===== src/gvn_pkg.sv =====
// grid vertex normals: shared package
// types, widths, codes and command/status structs used by every module
// depends on nothing
package gvn_pkg;

  localparam int MAX_U_DEF = 64;
  localparam int MAX_V_DEF = 64;
  localparam int MAX_T_DEF = 4;

  localparam int POS_W  = 24;
  localparam int DIFF_W = 25;
  localparam int WORD_W = 3 * POS_W;
  localparam int MUL_W  = 31;
  localparam int PROD_W = 2 * MUL_W;
  localparam int SUM_W  = 53;
  localparam int MAG_W  = 52;
  localparam int NRM_W  = 30;
  localparam int LEN_W  = 31;
  localparam int ROOT_W = 63;
  localparam int FRAC_W = 14;
  localparam int DIV_W  = LEN_W + FRAC_W;
  localparam int QUO_W  = 15;
  localparam int OUT_W  = 16;
  localparam int CNT_W  = 5;

  localparam int N_READS    = 5;
  localparam int N_TERMS    = 6;
  localparam int N_PAIRS    = 4;
  localparam int N_COMP     = 3;
  localparam int SQRT_STEPS = 32;
  localparam int DIV_STEPS  = 15;

  localparam int CFG_IDX_W  = 2;
  localparam int CFG_DATA_W = 7;

  localparam logic [CFG_IDX_W-1:0] REG_GRID_WIDTH   = 2'd0;
  localparam logic [CFG_IDX_W-1:0] REG_GRID_HEIGHT  = 2'd1;
  localparam logic [CFG_IDX_W-1:0] REG_TIME_SAMPLES = 2'd2;

  localparam logic CMD_PUSH  = 1'b0;
  localparam logic CMD_FLUSH = 1'b1;

  localparam logic [2:0] SEL_CENTRE = 3'd0;

  typedef enum logic [3:0] {
    S_IDLE,
    S_READ,
    S_RDWAIT,
    S_CROSS,
    S_CROSS_ACC,
    S_ABS,
    S_NORM,
    S_SQ,
    S_SQ_ACC,
    S_SQRT_INIT,
    S_SQRT,
    S_DIV_INIT,
    S_DIV,
    S_DIV_ST,
    S_OUT
  } gvn_state_t;

  typedef struct packed {
    logic                    command;
    logic signed [POS_W-1:0] pos_x;
    logic signed [POS_W-1:0] pos_y;
    logic signed [POS_W-1:0] pos_z;
  } gvn_in_t;

  typedef struct packed {
    logic signed [OUT_W-1:0] normal_x;
    logic signed [OUT_W-1:0] normal_y;
    logic signed [OUT_W-1:0] normal_z;
    logic                    zero_normal;
    logic                    last_of_grid;
  } gvn_out_t;

  typedef struct packed {
    logic       wr_en;
    logic       rd_en;
    logic [2:0] rd_sel;
    logic       ld_flags;
    logic [3:0] av;
    logic       last;
    logic       mul_en;
    logic       mul_sq;
    logic [1:0] idx;
    logic [2:0] term;
    logic       abs_en;
    logic       norm_en;
    logic       sqrt_init;
    logic       sqrt_step;
    logic       div_init;
    logic       div_step;
    logic       div_store;
    logic       out_load;
  } gvn_cmd_t;

  typedef struct packed {
    logic zero;
    logic norm_ok;
    logic out_free;
  } gvn_sts_t;

endpackage


===== src/gvn_ctrl.sv =====
// grid vertex normals: controller
// configuration registers, stream position counters and sequencing state machine
// depends on gvn_pkg
module gvn_ctrl #(
  parameter int MAX_U = gvn_pkg::MAX_U_DEF,
  parameter int MAX_V = gvn_pkg::MAX_V_DEF,
  parameter int MAX_T = gvn_pkg::MAX_T_DEF
) (
  input  logic                            clk,
  input  logic                            rst_n,
  input  logic                            in_valid,
  output logic                            in_stall,
  input  logic                            in_command,
  input  logic                            cfg_valid,
  output logic                            cfg_ready,
  input  logic [gvn_pkg::CFG_IDX_W-1:0]   cfg_index,
  input  logic [gvn_pkg::CFG_DATA_W-1:0]  cfg_data,
  output gvn_pkg::gvn_cmd_t               cmd,
  output logic [$clog2(2*MAX_U*MAX_T+1)-1:0] rd_off,
  input  gvn_pkg::gvn_sts_t               sts
);

  localparam int WIN = 2 * MAX_U * MAX_T + 1;
  localparam int AW  = $clog2(WIN);
  localparam int LW  = $clog2(MAX_U * MAX_T + 1);
  localparam int UEW = $clog2(MAX_U + 1);
  localparam int VEW = $clog2(MAX_V + 1);
  localparam int TEW = $clog2(MAX_T + 1);
  localparam int CW  = $clog2(MAX_U);
  localparam int RW  = $clog2(MAX_V);
  localparam int TW  = (MAX_T > 1) ? $clog2(MAX_T) : 1;
  localparam int KW  = gvn_pkg::CNT_W;

  gvn_pkg::gvn_state_t state_r, state_nxt;

  logic [gvn_pkg::CFG_DATA_W-1:0] gw_r, gw_nxt, gh_r, gh_nxt;
  logic [2:0]                     ts_r, ts_nxt;
  logic [CW-1:0]                  col_r, col_nxt;
  logic [RW-1:0]                  row_r, row_nxt;
  logic [TW-1:0]                  tix_r, tix_nxt;
  logic [LW-1:0]                  pend_r, pend_nxt;
  logic [KW-1:0]                  cnt_r, cnt_nxt;
  logic [1:0]                     k_r, k_nxt;
  logic [AW-1:0]                  off_r [gvn_pkg::N_READS];
  logic [AW-1:0]                  off_nxt [gvn_pkg::N_READS];

  // effective (clamped) geometry
  logic [UEW-1:0] w_eff;
  logic [VEW-1:0] h_eff;
  logic [TEW-1:0] t_eff;
  logic [LW-1:0]  row_len;
  logic [AW-1:0]  rl_a, t_a, q_a, qm1, qpt;

  always_comb begin
    if (gw_r < 7'd2) begin
      w_eff = UEW'(2);
    end else if (32'(gw_r) > MAX_U) begin
      w_eff = UEW'(MAX_U);
    end else begin
      w_eff = UEW'(gw_r);
    end
    if (gh_r < 7'd2) begin
      h_eff = VEW'(2);
    end else if (32'(gh_r) > MAX_V) begin
      h_eff = VEW'(MAX_V);
    end else begin
      h_eff = VEW'(gh_r);
    end
    if (ts_r == 3'd0) begin
      t_eff = TEW'(1);
    end else if (32'(ts_r) > MAX_T) begin
      t_eff = TEW'(MAX_T);
    end else begin
      t_eff = TEW'(ts_r);
    end
  end

  assign row_len = LW'(w_eff) * LW'(t_eff);
  assign rl_a    = AW'(row_len);
  assign t_a     = AW'(t_eff);
  assign q_a     = AW'(pend_r);
  assign qm1     = q_a - AW'(1);
  assign qpt     = qm1 + t_a;

  assign cfg_ready = 1'b1;

  always_ff @(posedge clk) begin
    if (!rst_n) begin
      state_r <= gvn_pkg::S_IDLE;
      gw_r    <= 7'd2;
      gh_r    <= 7'd2;
      ts_r    <= 3'd1;
      col_r   <= '0;
      row_r   <= '0;
      tix_r   <= '0;
      pend_r  <= '0;
      cnt_r   <= '0;
      k_r     <= '0;
    end else begin
      state_r <= state_nxt;
      gw_r    <= gw_nxt;
      gh_r    <= gh_nxt;
      ts_r    <= ts_nxt;
      col_r   <= col_nxt;
      row_r   <= row_nxt;
      tix_r   <= tix_nxt;
      pend_r  <= pend_nxt;
      cnt_r   <= cnt_nxt;
      k_r     <= k_nxt;
    end
  end

  always_ff @(posedge clk) begin
    off_r <= off_nxt;
  end

  always_comb begin
    logic accept;
    state_nxt = state_r;
    gw_nxt    = gw_r;
    gh_nxt    = gh_r;
    ts_nxt    = ts_r;
    col_nxt   = col_r;
    row_nxt   = row_r;
    tix_nxt   = tix_r;
    pend_nxt  = pend_r;
    cnt_nxt   = cnt_r;
    k_nxt     = k_r;
    off_nxt   = off_r;
    cmd       = '0;
    cmd.idx   = k_r;
    cmd.term  = cnt_r[2:0];
    cmd.rd_sel = cnt_r[2:0];
    rd_off    = off_r[cnt_r[2:0]];
    in_stall  = (state_r != gvn_pkg::S_IDLE);
    accept    = in_valid && !in_stall;

    case (state_r)
      gvn_pkg::S_IDLE: begin
        if (accept) begin
          cnt_nxt = '0;
          if (in_command == gvn_pkg::CMD_FLUSH) begin
            if (pend_r != '0) begin
              // drain one result of the last row
              cmd.ld_flags = 1'b1;
              cmd.av[0]    = q_a > t_a;
              cmd.av[1]    = 1'b0;
              cmd.av[2]    = qpt < rl_a;
              cmd.av[3]    = 1'b1;
              cmd.last     = (pend_r == LW'(1));
              off_nxt[0]   = qm1;
              off_nxt[1]   = (q_a > t_a) ? qm1 - t_a : '0;
              off_nxt[2]   = '0;
              off_nxt[3]   = (qpt < rl_a) ? qpt : '0;
              off_nxt[4]   = qm1 + rl_a;
              pend_nxt     = pend_r - LW'(1);
              state_nxt    = gvn_pkg::S_READ;
            end
          end else begin
            cmd.wr_en = 1'b1;
            pend_nxt  = '0;
            if (row_r != '0) begin
              // result for the sample one row above
              cmd.ld_flags = 1'b1;
              cmd.av[0]    = (UEW'(col_r) + UEW'(1)) < w_eff;
              cmd.av[1]    = 1'b1;
              cmd.av[2]    = col_r != '0;
              cmd.av[3]    = row_r > RW'(1);
              cmd.last     = 1'b0;
              off_nxt[0]   = rl_a;
              off_nxt[1]   = cmd.av[0] ? rl_a - t_a : '0;
              off_nxt[2]   = '0;
              off_nxt[3]   = cmd.av[2] ? rl_a + t_a : '0;
              off_nxt[4]   = cmd.av[3] ? rl_a + rl_a : '0;
              state_nxt    = gvn_pkg::S_READ;
            end
            // advance the stream position
            if ((TEW'(tix_r) + TEW'(1)) >= t_eff) begin
              tix_nxt = '0;
              if ((UEW'(col_r) + UEW'(1)) >= w_eff) begin
                col_nxt = '0;
                if ((VEW'(row_r) + VEW'(1)) >= h_eff) begin
                  row_nxt  = '0;
                  pend_nxt = row_len;
                end else begin
                  row_nxt = row_r + RW'(1);
                end
              end else begin
                col_nxt = col_r + CW'(1);
              end
            end else begin
              tix_nxt = tix_r + TW'(1);
            end
          end
        end
      end
      gvn_pkg::S_READ: begin
        cmd.rd_en = 1'b1;
        if (cnt_r == KW'(gvn_pkg::N_READS - 1)) begin
          cnt_nxt   = '0;
          state_nxt = gvn_pkg::S_RDWAIT;
        end else begin
          cnt_nxt = cnt_r + KW'(1);
        end
      end
      gvn_pkg::S_RDWAIT: begin
        cnt_nxt   = '0;
        k_nxt     = '0;
        state_nxt = gvn_pkg::S_CROSS;
      end
      gvn_pkg::S_CROSS: begin
        cmd.mul_en = 1'b1;
        if (cnt_r == KW'(gvn_pkg::N_TERMS - 1)) begin
          cnt_nxt = '0;
          k_nxt   = k_r + 2'd1;
          if (k_r == 2'(gvn_pkg::N_PAIRS - 1)) begin
            state_nxt = gvn_pkg::S_CROSS_ACC;
          end
        end else begin
          cnt_nxt = cnt_r + KW'(1);
        end
      end
      gvn_pkg::S_CROSS_ACC: begin
        state_nxt = gvn_pkg::S_ABS;
      end
      gvn_pkg::S_ABS: begin
        cmd.abs_en = 1'b1;
        state_nxt  = gvn_pkg::S_NORM;
      end
      gvn_pkg::S_NORM: begin
        k_nxt = '0;
        if (sts.zero) begin
          state_nxt = gvn_pkg::S_OUT;
        end else if (sts.norm_ok) begin
          state_nxt = gvn_pkg::S_SQ;
        end else begin
          cmd.norm_en = 1'b1;
        end
      end
      gvn_pkg::S_SQ: begin
        cmd.mul_en = 1'b1;
        cmd.mul_sq = 1'b1;
        if (k_r == 2'(gvn_pkg::N_COMP - 1)) begin
          k_nxt     = '0;
          state_nxt = gvn_pkg::S_SQ_ACC;
        end else begin
          k_nxt = k_r + 2'd1;
        end
      end
      gvn_pkg::S_SQ_ACC: begin
        state_nxt = gvn_pkg::S_SQRT_INIT;
      end
      gvn_pkg::S_SQRT_INIT: begin
        cmd.sqrt_init = 1'b1;
        cnt_nxt       = '0;
        state_nxt     = gvn_pkg::S_SQRT;
      end
      gvn_pkg::S_SQRT: begin
        cmd.sqrt_step = 1'b1;
        if (cnt_r == KW'(gvn_pkg::SQRT_STEPS - 1)) begin
          cnt_nxt   = '0;
          k_nxt     = '0;
          state_nxt = gvn_pkg::S_DIV_INIT;
        end else begin
          cnt_nxt = cnt_r + KW'(1);
        end
      end
      gvn_pkg::S_DIV_INIT: begin
        cmd.div_init = 1'b1;
        cnt_nxt      = '0;
        state_nxt    = gvn_pkg::S_DIV;
      end
      gvn_pkg::S_DIV: begin
        cmd.div_step = 1'b1;
        if (cnt_r == KW'(gvn_pkg::DIV_STEPS - 1)) begin
          cnt_nxt   = '0;
          state_nxt = gvn_pkg::S_DIV_ST;
        end else begin
          cnt_nxt = cnt_r + KW'(1);
        end
      end
      gvn_pkg::S_DIV_ST: begin
        cmd.div_store = 1'b1;
        if (k_r == 2'(gvn_pkg::N_COMP - 1)) begin
          state_nxt = gvn_pkg::S_OUT;
        end else begin
          k_nxt     = k_r + 2'd1;
          state_nxt = gvn_pkg::S_DIV_INIT;
        end
      end
      gvn_pkg::S_OUT: begin
        if (sts.out_free) begin
          cmd.out_load = 1'b1;
          state_nxt    = gvn_pkg::S_IDLE;
        end
      end
      default: begin
        state_nxt = gvn_pkg::S_IDLE;
      end
    endcase

    // register writes restart the stream, the window is kept
    if (cfg_valid) begin
      case (cfg_index)
        gvn_pkg::REG_GRID_WIDTH: begin
          gw_nxt = cfg_data;
        end
        gvn_pkg::REG_GRID_HEIGHT: begin
          gh_nxt = cfg_data;
        end
        gvn_pkg::REG_TIME_SAMPLES: begin
          ts_nxt = cfg_data[2:0];
        end
        default: ;
      endcase
      if (cfg_index == gvn_pkg::REG_GRID_WIDTH || cfg_index == gvn_pkg::REG_GRID_HEIGHT ||
          cfg_index == gvn_pkg::REG_TIME_SAMPLES) begin
        col_nxt  = '0;
        row_nxt  = '0;
        tix_nxt  = '0;
        pend_nxt = '0;
      end
    end
  end

endmodule


===== config.mk =====
export PLATFORM = sky130hd
export DESIGN_NAME = gvn_ctrl
export DESIGN_NICKNAME = d
export VERILOG_FILES = /design/src/gvn_pkg.sv /design/src/gvn_ctrl.sv
export SDC_FILE = /design/constraint.sdc
export NUM_CORES = 1
export LEC_CHECK = 0
export BUFFER_PORTS_ARGS = -buffer_cell sky130_fd_sc_hd__buf_2
export CORE_MARGIN = 1.5
export CORE_UTILIZATION = 39
export CTS_CLUSTER_SIZE = 30
export DETAILED_ROUTE_END_ITERATION = 10
export GPL_TIMING_DRIVEN = 0
export MAX_ROUTING_LAYER = met4
export SYNTH_ARGS = -nofsm -noshare
export SYNTH_HDL_FRONTEND = slang
export SYNTH_SLANG_ARGS = --single-unit

===== constraint.sdc =====
create_clock -name clk -period 13.2 [get_ports clk]
set_input_delay 1.32 -clock clk [delete_from_list [all_inputs] [get_ports clk]]
set_output_delay 1.32 -clock clk [all_outputs]
set_load 0.03 [all_outputs]

* After elaboration in Yosys (flattened, before gate mapping) *
Cells that the tools add are included.
Widths: inputs -> output; s select.

storage, ports and cells
  output and inout port bits = 38
  register bits after elaboration = 101
  bits in writable memories = 0
  memory bits (read-only) = 0
  bits of input ports = 17
  latch bits = 0
  word-level logic and storage cells = 201
  memories = 0

cells by class
  eq/ne operators = 36
  bitwise operators = 1
  multiplexer cells = 95
  magnitude comparators = 13
  multipliers = 1
  add/sub/neg operators = 16
  div/mod/pow operators = 0
  shifts and indexed selects = 0
  reductions and logical operators = 24

operator list
  cell                 number
  $mux 50              3
  $mux 6               20
  $mux 9               9
  $mux 10              7
  $pmux 4 s15          1
  $mux 4               13
  $bmux 10 s3          1
  $pmux 5 s6           1
  $eq 4x4->1 const B   7
  $mux 7               4
  $mux 5               5
  $mux 2               10
  $ne 2x2->1 const B   9
  $reduce_bool 6->1    3
  $mux 1               17
  $eq 4x3->1 const B   4
  $add 6x1->7 const B  2
  $ge 7x7->1           2
  $gt 7x7->1 const B   2
  $lt 7x2->1 const B   2
  $add 6x1->6 const B  2
  $reduce_and 11->1    1
  $add 10x3->10        1
  $add 10x9->10        1
  other kinds (44)     59

* Logic depth before layout (Yosys ltp) *
Gate-level depths: netlist of the first run.

  word-level depth = 12
  mapped depth = 19
  depth with buffers taken out = 19

* Worst setup path before layout of the first run *
No wires, ideal clock.

  kind = flip-flop to output port
  from = reg ts_r[2]
  to = out cmd[18] in the netlist's numbering
  slack = 7.247 ns
  buffers on the path = 2
  stages on the path, launching flop included = 20
  arrival = 4.633 ns
  path through = dfxtp_1 -> clkbuf_1 -> nor2b_1 -> clkbuf_1 -> nand2_1 -> fa_1 -> inv_1 -> ha_1 -> inv_1 -> fa_1 -> nor2b_1 -> o21ai_0 -> a21boi_0 -> or2_0 -> o311ai_2 -> ha_1 -> inv_1 -> o221a_2 -> o32ai_4 -> o32ai_1

RTL lines
  element                   line             RTL
  start: declaration        gvn_ctrl.sv:37   logic [2:0] ts_r, ts_nxt;
  start signal: assignment  gvn_ctrl.sv:103  ts_r <= ts_nxt;
  end: declaration          gvn_ctrl.sv:18   output gvn_pkg::gvn_cmd_t cmd,

==> summary.txt, run 1 <==
CTS
  – CTS Root Cell: clkbuf_16
  – Post-CTS sizing: 0
  – # hold bufs at CTS: 0
  – Buffer count from post-CTS setup fixing: 0
  – Clock sink total: 91
  – Clk_lat worst skew: 0.36 ns
  – H-Tree Depth: 3
  – TritonCTS buffer count: 9
  – CTS tree: built
  – CTS Buffer Depth: 2
  – Reg clk slew, reported paths: approximately 0.070 ns

Yosys
  – Post-Synth Adder-Cell Area: 14.7%
  – Synth top area cells: edfxtp_1, dfxtp_1, ha_1
  – Post-Synth Simple-Gate Area: 21.1%
  – Mapped Cells: 926
  – Yosys top cell area share: 15.9%
  – Sequential element share of the synthesized area: 29.4%
  – Mux share of post-synthesis cell area: 2.52%
  – Largest family of logic cells by synthesized area: simple AND/OR/NAND/NOR gates
  – Syn Nets: 1025
  – Post-synthesis compound-gate area fraction: about a fifth
  – Post-synth cell types: 78
  – Post-Synth XOR/XNOR Area: 5.92%
  – Dominant register cell in the synthesized netlist: dfxtp_1
  – EDFF count, synth: 40
  – Area of the mapped netlist: 0.00755 mm²
  – Synthesized flop and latch total: 91
  – Yosys warns: 0
  – Leading area contributor after synthesis: edfxtp_1
  – Syn_area_per_cell: 8.15 µm²
  – Async S/R FF share, synth: 0%

Placement
  – Pre-CTS setup slack: ~6.4 ns
  – Final HPWL DP: 16.0 mm
  – IO Port Bufs: between 50 and 60
  – Area of placed instances: 0.00814 mm²
  – Gpl congestion: 0.913

Worst setup path
  – Worst r2r path cells: 17
  – Slowest cell on crit path: xor2_1
  – WP depth: 20
  – Crit-path max cell delay: 0.81 ns
  – Critical-path cell list: clkbuf_1, nor2b_1, clkbuf_1, nand2_1, fa_1, inv_1, ha_1, inv_1, fa_1, nor2b_1, o21ai_0, nand2_1, xor2_1, inv_1, ha_1, a211oi_1, o31a_1, o32ai_4, o32ai_1, buf_2
  – Critical path class: flop to primary output
  – Top cell by count, worst path: inv_1
  – CP max FO: 11
  – Buffers & Inverters on Critical Path: 6
  – Setup crit end kind: primary output
  – Top Family by Delay on Critical Path: buffers and inverters
  – Required @ worst endpoint: 11.88 ns
  – Worst Setup Start Kind: flop
  – Worst EP arrival: 5.95 ns

Global routing
  – Global-route wire length before repair: 32.9 mm
  – Met2 track utilization from global routing: 33.6%
  – Congestion Overflow GR: 0
  – GRT busiest layer: met2
  – Met3 Track Usage GR: 3.33%
  – GRT Total Usage: 21.5%
  – Largest net degree at the start of global routing: 41
  – Vias in the first global route: 6329
  – Met1 Use GR: 28.9%
  – Initial antenna violation count: 0

Cells and area
  – Sequential cell area: 0.00222 mm²
  – Most common cell after layout, fill and taps aside: nand2_1
  – Final nets: 1088
  – # fillers: 1942
  – Ant. Diodes: 0
  – Most frequent cells in the layout: nand2_1, nor2_1, inv_1
  – Area of the multi-input gates: 0.00483 mm²
  – Area growth syn-to-layout: 11.8%
  – Final instance area: around 0.0084 mm²
  – Layout cells sized above 1: 9.86%

STA
  – Setup WS post-layout: 5.93 ns
  – Min cycle time layout: 7.27 ns
  – Final hold vios: 0
  – RSZ-0062 raised after global routing: no
  – Least-Margin Pin Slew: ~1.1 ns
  – Period utilization: 55.1%
  – Setup TNS: 0 ns
  – Fmax: 0.138 GHz
  – Slew Limit Fails: 0
  – Clock Skews: about 0.0085 ns
  – Setup-failing EPs final: 0
  – Slew margin rel.: 25.0%

Pwr
  – Worst vdd rail ir drop: 83.6 µV
  – Static Leak: 3.56 nW
  – Cell area power density: 178 mW/mm²
  – Pwr Total: 1.50 mW

Floorplanning
  – Io pins: 55
  – Die Area: 0.0202 mm²
  – Die H: between 100 and 150 µm
  – Core area: 0.0188 mm²
  – Die X: 142 µm
  – Num rows: 50
  – Initial cell density of the core: 40.1%

Detailed routing
  – Final WL: 20.5 mm
  – Via count: ~6700
  – Drt pass-1 iters: 5
  – Drt via density: 5.36
  – Post-route ant nets: 0
  – Initial DRC count: 381
  – # DRC: 0
  – DR WL/cell: 16.4 µm

Flow run
  – Max-cap violations: 0

Status
  – Status: finished clean

Min path
  – Hold depth: 2
  – Hold Path Class: flop to flop
==> cell type report <==
cell class                 count  share of cell area (%)
timing repair buffer          52                    3.08
inverter                      81                    3.60
multi-input combinational    710                    57.2
clock inverter                 5                   0.726
sequential                    91                    26.3
buffer                        44                    2.37
clock buffer                  11                    2.88
tap                          260                    3.85
==> kinds of logic (layout without fill, tap and decap cells) <==
logic type | Yosys count | count (layout)
AO/OA/AOI/OAI | 230 | 230
XOR/XNOR | 51 | 51
adder cells (fa/ha/maj) | 82 | 82
buffers and inverters | 125 | 193
flip-flops | 91 | 91
multiplexers | 19 | 19
other | 1 | 1
AND/OR/NAND/NOR | 327 | 327
==> stage by stage <==
stage | hold slack, ns | utilization (%) | cells
global placement | 0.448 | 43.2 | 1238
global route | 0.495 | 44.8 | 1254
finish | 0.455 | 44.8 | 1254
detailed placement | 0.451 | 43.2 | 1238
floorplan | 0.436 | - | 926
CTS | 0.460 | 44.8 | 1254
==> cell usage after synthesis, drive strengths merged, types with 11 or more instances <==
| master | instances |
|---|---|
| nand2 | 98 |
| nor2 | 88 |
| inv | 79 |
| ha | 71 |
| o21ai | 67 |
| a21oi | 61 |
| dfxtp | 51 |
| edfxtp | 40 |
| xnor2 | 37 |
| clkbuf | 30 |
| nand3 | 27 |
| nor2b | 27 |
| nand2b | 21 |
| mux2i | 19 |
| a21o | 17 |
| o22ai | 16 |
| nor4 | 15 |
| buf | 14 |
| xor2 | 14 |
| nor3 | 13 |
| fa | 11 |
==> final timing paths <==
kind,from,end,slack [ns]
setup reg to reg,ts_r[2],off_r[9],7.61
hold / removal,tix_r[1],tix_r[1],0.46
hold reg to reg,tix_r[1],tix_r[1],0.46
setup / recovery,ts_r[2],cmd[18],5.93
==> tightest hold or removal path, stage by stage, from the launching register on <==
cell and delay (ns):
dfxtp_1 0.31, nand2_1 0.05, a21oi_1 0.05
==> report_power, final <==
part / switching [mW] / internal, mW / leakage, nW
clock: 0.117 / 0.153 / 0.146
combinational: 0.552 / 0.306 / 2.63
sequential: 0.0227 / 0.352 / 0.785
total: 0.691 / 0.811 / 3.56
==> sequential cells by signal (all words and copies together), names as in the netlist <==
register  cells
cnt_r         5
col_r         6
gh_r          7
gw_r          7
k_r           2
off_r        40
pend_r        9
row_r         6
state_r       4
tix_r         2
ts_r          3
==> layer usage <==
metal  vias up  routed length, µm
met5         -                  0
met4         0                346
met3        30               1220
met2       173               9050
met1      3141               9910
li1       3374                  -
No activity file was read; power rests on OpenSTA's default activity.
==> run 2, diff against run 1 <==
clock period = 6.1 ns   (was 13.2 ns; I/O delays follow)
==> summary.txt, run 2 (synthesis gave the netlist of run 1 again) <==
Cells and area
  – Max reg flops: 40
  – Most frequent cells in the layout: nand2_1, nor2_1, inv_1
  – # fillers: 1930
  – Layout cells sized above 1: 10.7%
  – Largest register by flop count: off_r
  – Final nets: 1090
  – Most common cell after layout, fill and taps aside: nand2_1
  – Final non-filler cell total: about 1300
  – Top Registers: off_r x40, pend_r x9
  – Area growth syn-to-layout: 12.8%
  – Ant. Diodes: 0

Worst setup path
  – CP max FO: 10
  – Critical path class: flop to primary output
  – Slowest cell on crit path: nor4_1
  – Setup crit end kind: primary output
  – Required @ worst endpoint: 5.49 ns
  – Critical-path cell list: nor4_1, nor2_1, nor2_1, nand2_1, fa_1, inv_1, ha_1, inv_1, fa_1, nor2b_1, o21ai_0, nand2_1, xor2_4, inv_1, ha_1, a211oi_1, o31a_1, o32ai_4, o32ai_1, buf_2
  – Top cell by count, worst path: inv_1
  – Buffers & Inverters on Critical Path: 4
  – Crit-path max cell delay: just over 0.5 ns
  – Worst EP arrival: roughly 5.3 ns
  – Top Family by Delay on Critical Path: adder cells
  – Worst Setup Start Kind: flop

CTS
  – # hold bufs at CTS: 0
  – CTS Root Cell: clkbuf_16
  – H-Tree Depth: 3
  – TritonCTS buffer count: 9
  – CTS Buffer Depth: 2
  – Clock sink total: 91
  – CTS tree: built
  – Clk_lat worst skew: 0.36 ns
  – Reg clk slew, reported paths: 0.07 ns

STA
  – Slew Limit Fails: 0
  – Clock Skews: 0.00899 ns
  – WHS: 0.456 ns
  – Min cycle time layout: 5.87 ns
  – Slew margin rel.: between 20 and 30%
  – Final hold vios: 0
  – Setup-failing EPs final: 0
  – Fmax: 0.170 GHz
  – Setup TNS: 0 ns
  – Period utilization: about 96%
  – Least-Margin Pin Slew: approximately 1.1 ns

Pwr
  – Cell area power density: ~380 mW/mm²
  – Worst vdd rail ir drop: 178 µV
  – Switch share: a little under half
  – Comb pwr share: 57.1%
  – Static Leak: 3.59 nW
  – Clk pwr share: 18.0%
  – Int Pwr: roughly 1.8 mW
  – Reg power frac: 24.9%
  – Sw power: between 1 and 1.5 mW
  – Pwr Total: 3.25 mW

Detailed routing
  – DR WL/cell: ~16 µm
  – Drt via density: 5.34
  – Final WL: 20.5 mm
  – Post-route ant nets: 0
  – Initial DRC count: 454
  – Via count: between 6000 and 7000
  – Drt pass-1 iters: 6
  – # DRC: 0

Global routing
  – Met3 Track Usage GR: 3.26%
  – GRT Total Usage: between 20% and 30%
  – Initial antenna violation count: 0
  – Met1 Use GR: 29.1%
  – GRT busiest layer: met2
  – Global-route wire length before repair: about 33 mm
  – Congestion Overflow GR: 0
  – Met2 track utilization from global routing: 33.6%
  – Vias in the first global route: approximately 6300
  – Largest net degree at the start of global routing: 41

Floorplanning
  – Die X: 142 µm
  – Initial cell density of the core: between 40% and 50%
  – Die H: 142 µm
  – Core area: 0.0188 mm²
  – Num rows: 50
  – Io pins: 55
  – Die Area: 0.0202 mm²

Placement
  – Placed cells: 1238
  – Gpl congestion: 0.913
  – Final HPWL DP: 16.0 mm
  – IO Port Bufs: 52

Min path
  – Hold Path Class: flop to flop

Status
  – Status: finished clean

Flow run
  – Max-cap violations: 0
-- run 2: changes by cell type in the layout (fill, tap and decap cells not counted), moves of 2 or more --
cell	change
clkbuf_1	-2
xor2_1	-2
xnor2_2	+2
buf_4	+2
xnor2_1	-2
clkbuf_2	+2
-- run 2: final timing paths --
path / cells after the start / from / slack [ns] / to
worst max-delay path: 20 / gw_r[2] / 0.23 / cmd[18]
worst min-delay path: 2 / tix_r[1] / 0.46 / tix_r[1]
worst max register to register: 17 / gw_r[2] / 0.91 / off_r[9]
worst min register to register: 2 / tix_r[1] / 0.46 / tix_r[1]
-- run 2: power groups by stage --
stage	Combinational [mW]	Sequential [mW]	Clock, mW
finish	1.86	0.809	0.584
global route	2.03	0.822	0.619
CTS	1.84	0.809	0.592
detailed placement	1.83	0.823	0
global placement	1.81	0.824	0
floorplan	1.36	0.816	0
-- run 2: per-layer routing --
layer,vias up,routed length [µm]
met4,0,329
met1,3137,10100
met2,169,9030
met3,20,1060
li1,3375,-
met5,-,0
-- run 2: layout make-up --
type	instances	area, µm²	share of cell area [%]
Buffer	44	203	2.38
Clock buffer	11	243	2.85
Clock inverter	5	61.3	0.720
Inverter	81	304	3.57
Multi-Input combinational cell	710	4880	57.3
Sequential cell	91	2220	26.1
Tap cell	260	325	3.82
Timing Repair Buffer	54	275	3.23
-- run 2: per-stage QoR --
step	util [%]	cell area, µm²	setup slack, ns
after floorplan	-	7550	0.857
after global routing	45.2	8510	-0.0220
after global placement	43.2	8140	-0.00625
after detailed placement	43.2	8140	-0.0252
final	45.2	8510	0.234
after CTS	45.0	8480	0.0751
-- run 2: worst register-to-register path, delay by kind of cell, from the launching register on --
kind	cells	cell delay, ns
AO/OA/AOI/OAI	7	1.54
adder cells (fa/ha/maj)	3	1.32
AND/OR/NAND/NOR	4	0.88
XOR/XNOR	1	0.50
buffers and inverters	2	0.36
flip-flops	1	0.32
-- run 2: what timing repair did --
item | CTS | global route
endpoints found under the hold margin | 0 | 0
buffers inserted | 0 | 2
gates resized for setup | 5 | 5
pin swaps | 0 | 1
gates cloned | 0 | 0
endpoints found under the setup margin | 1 | 1
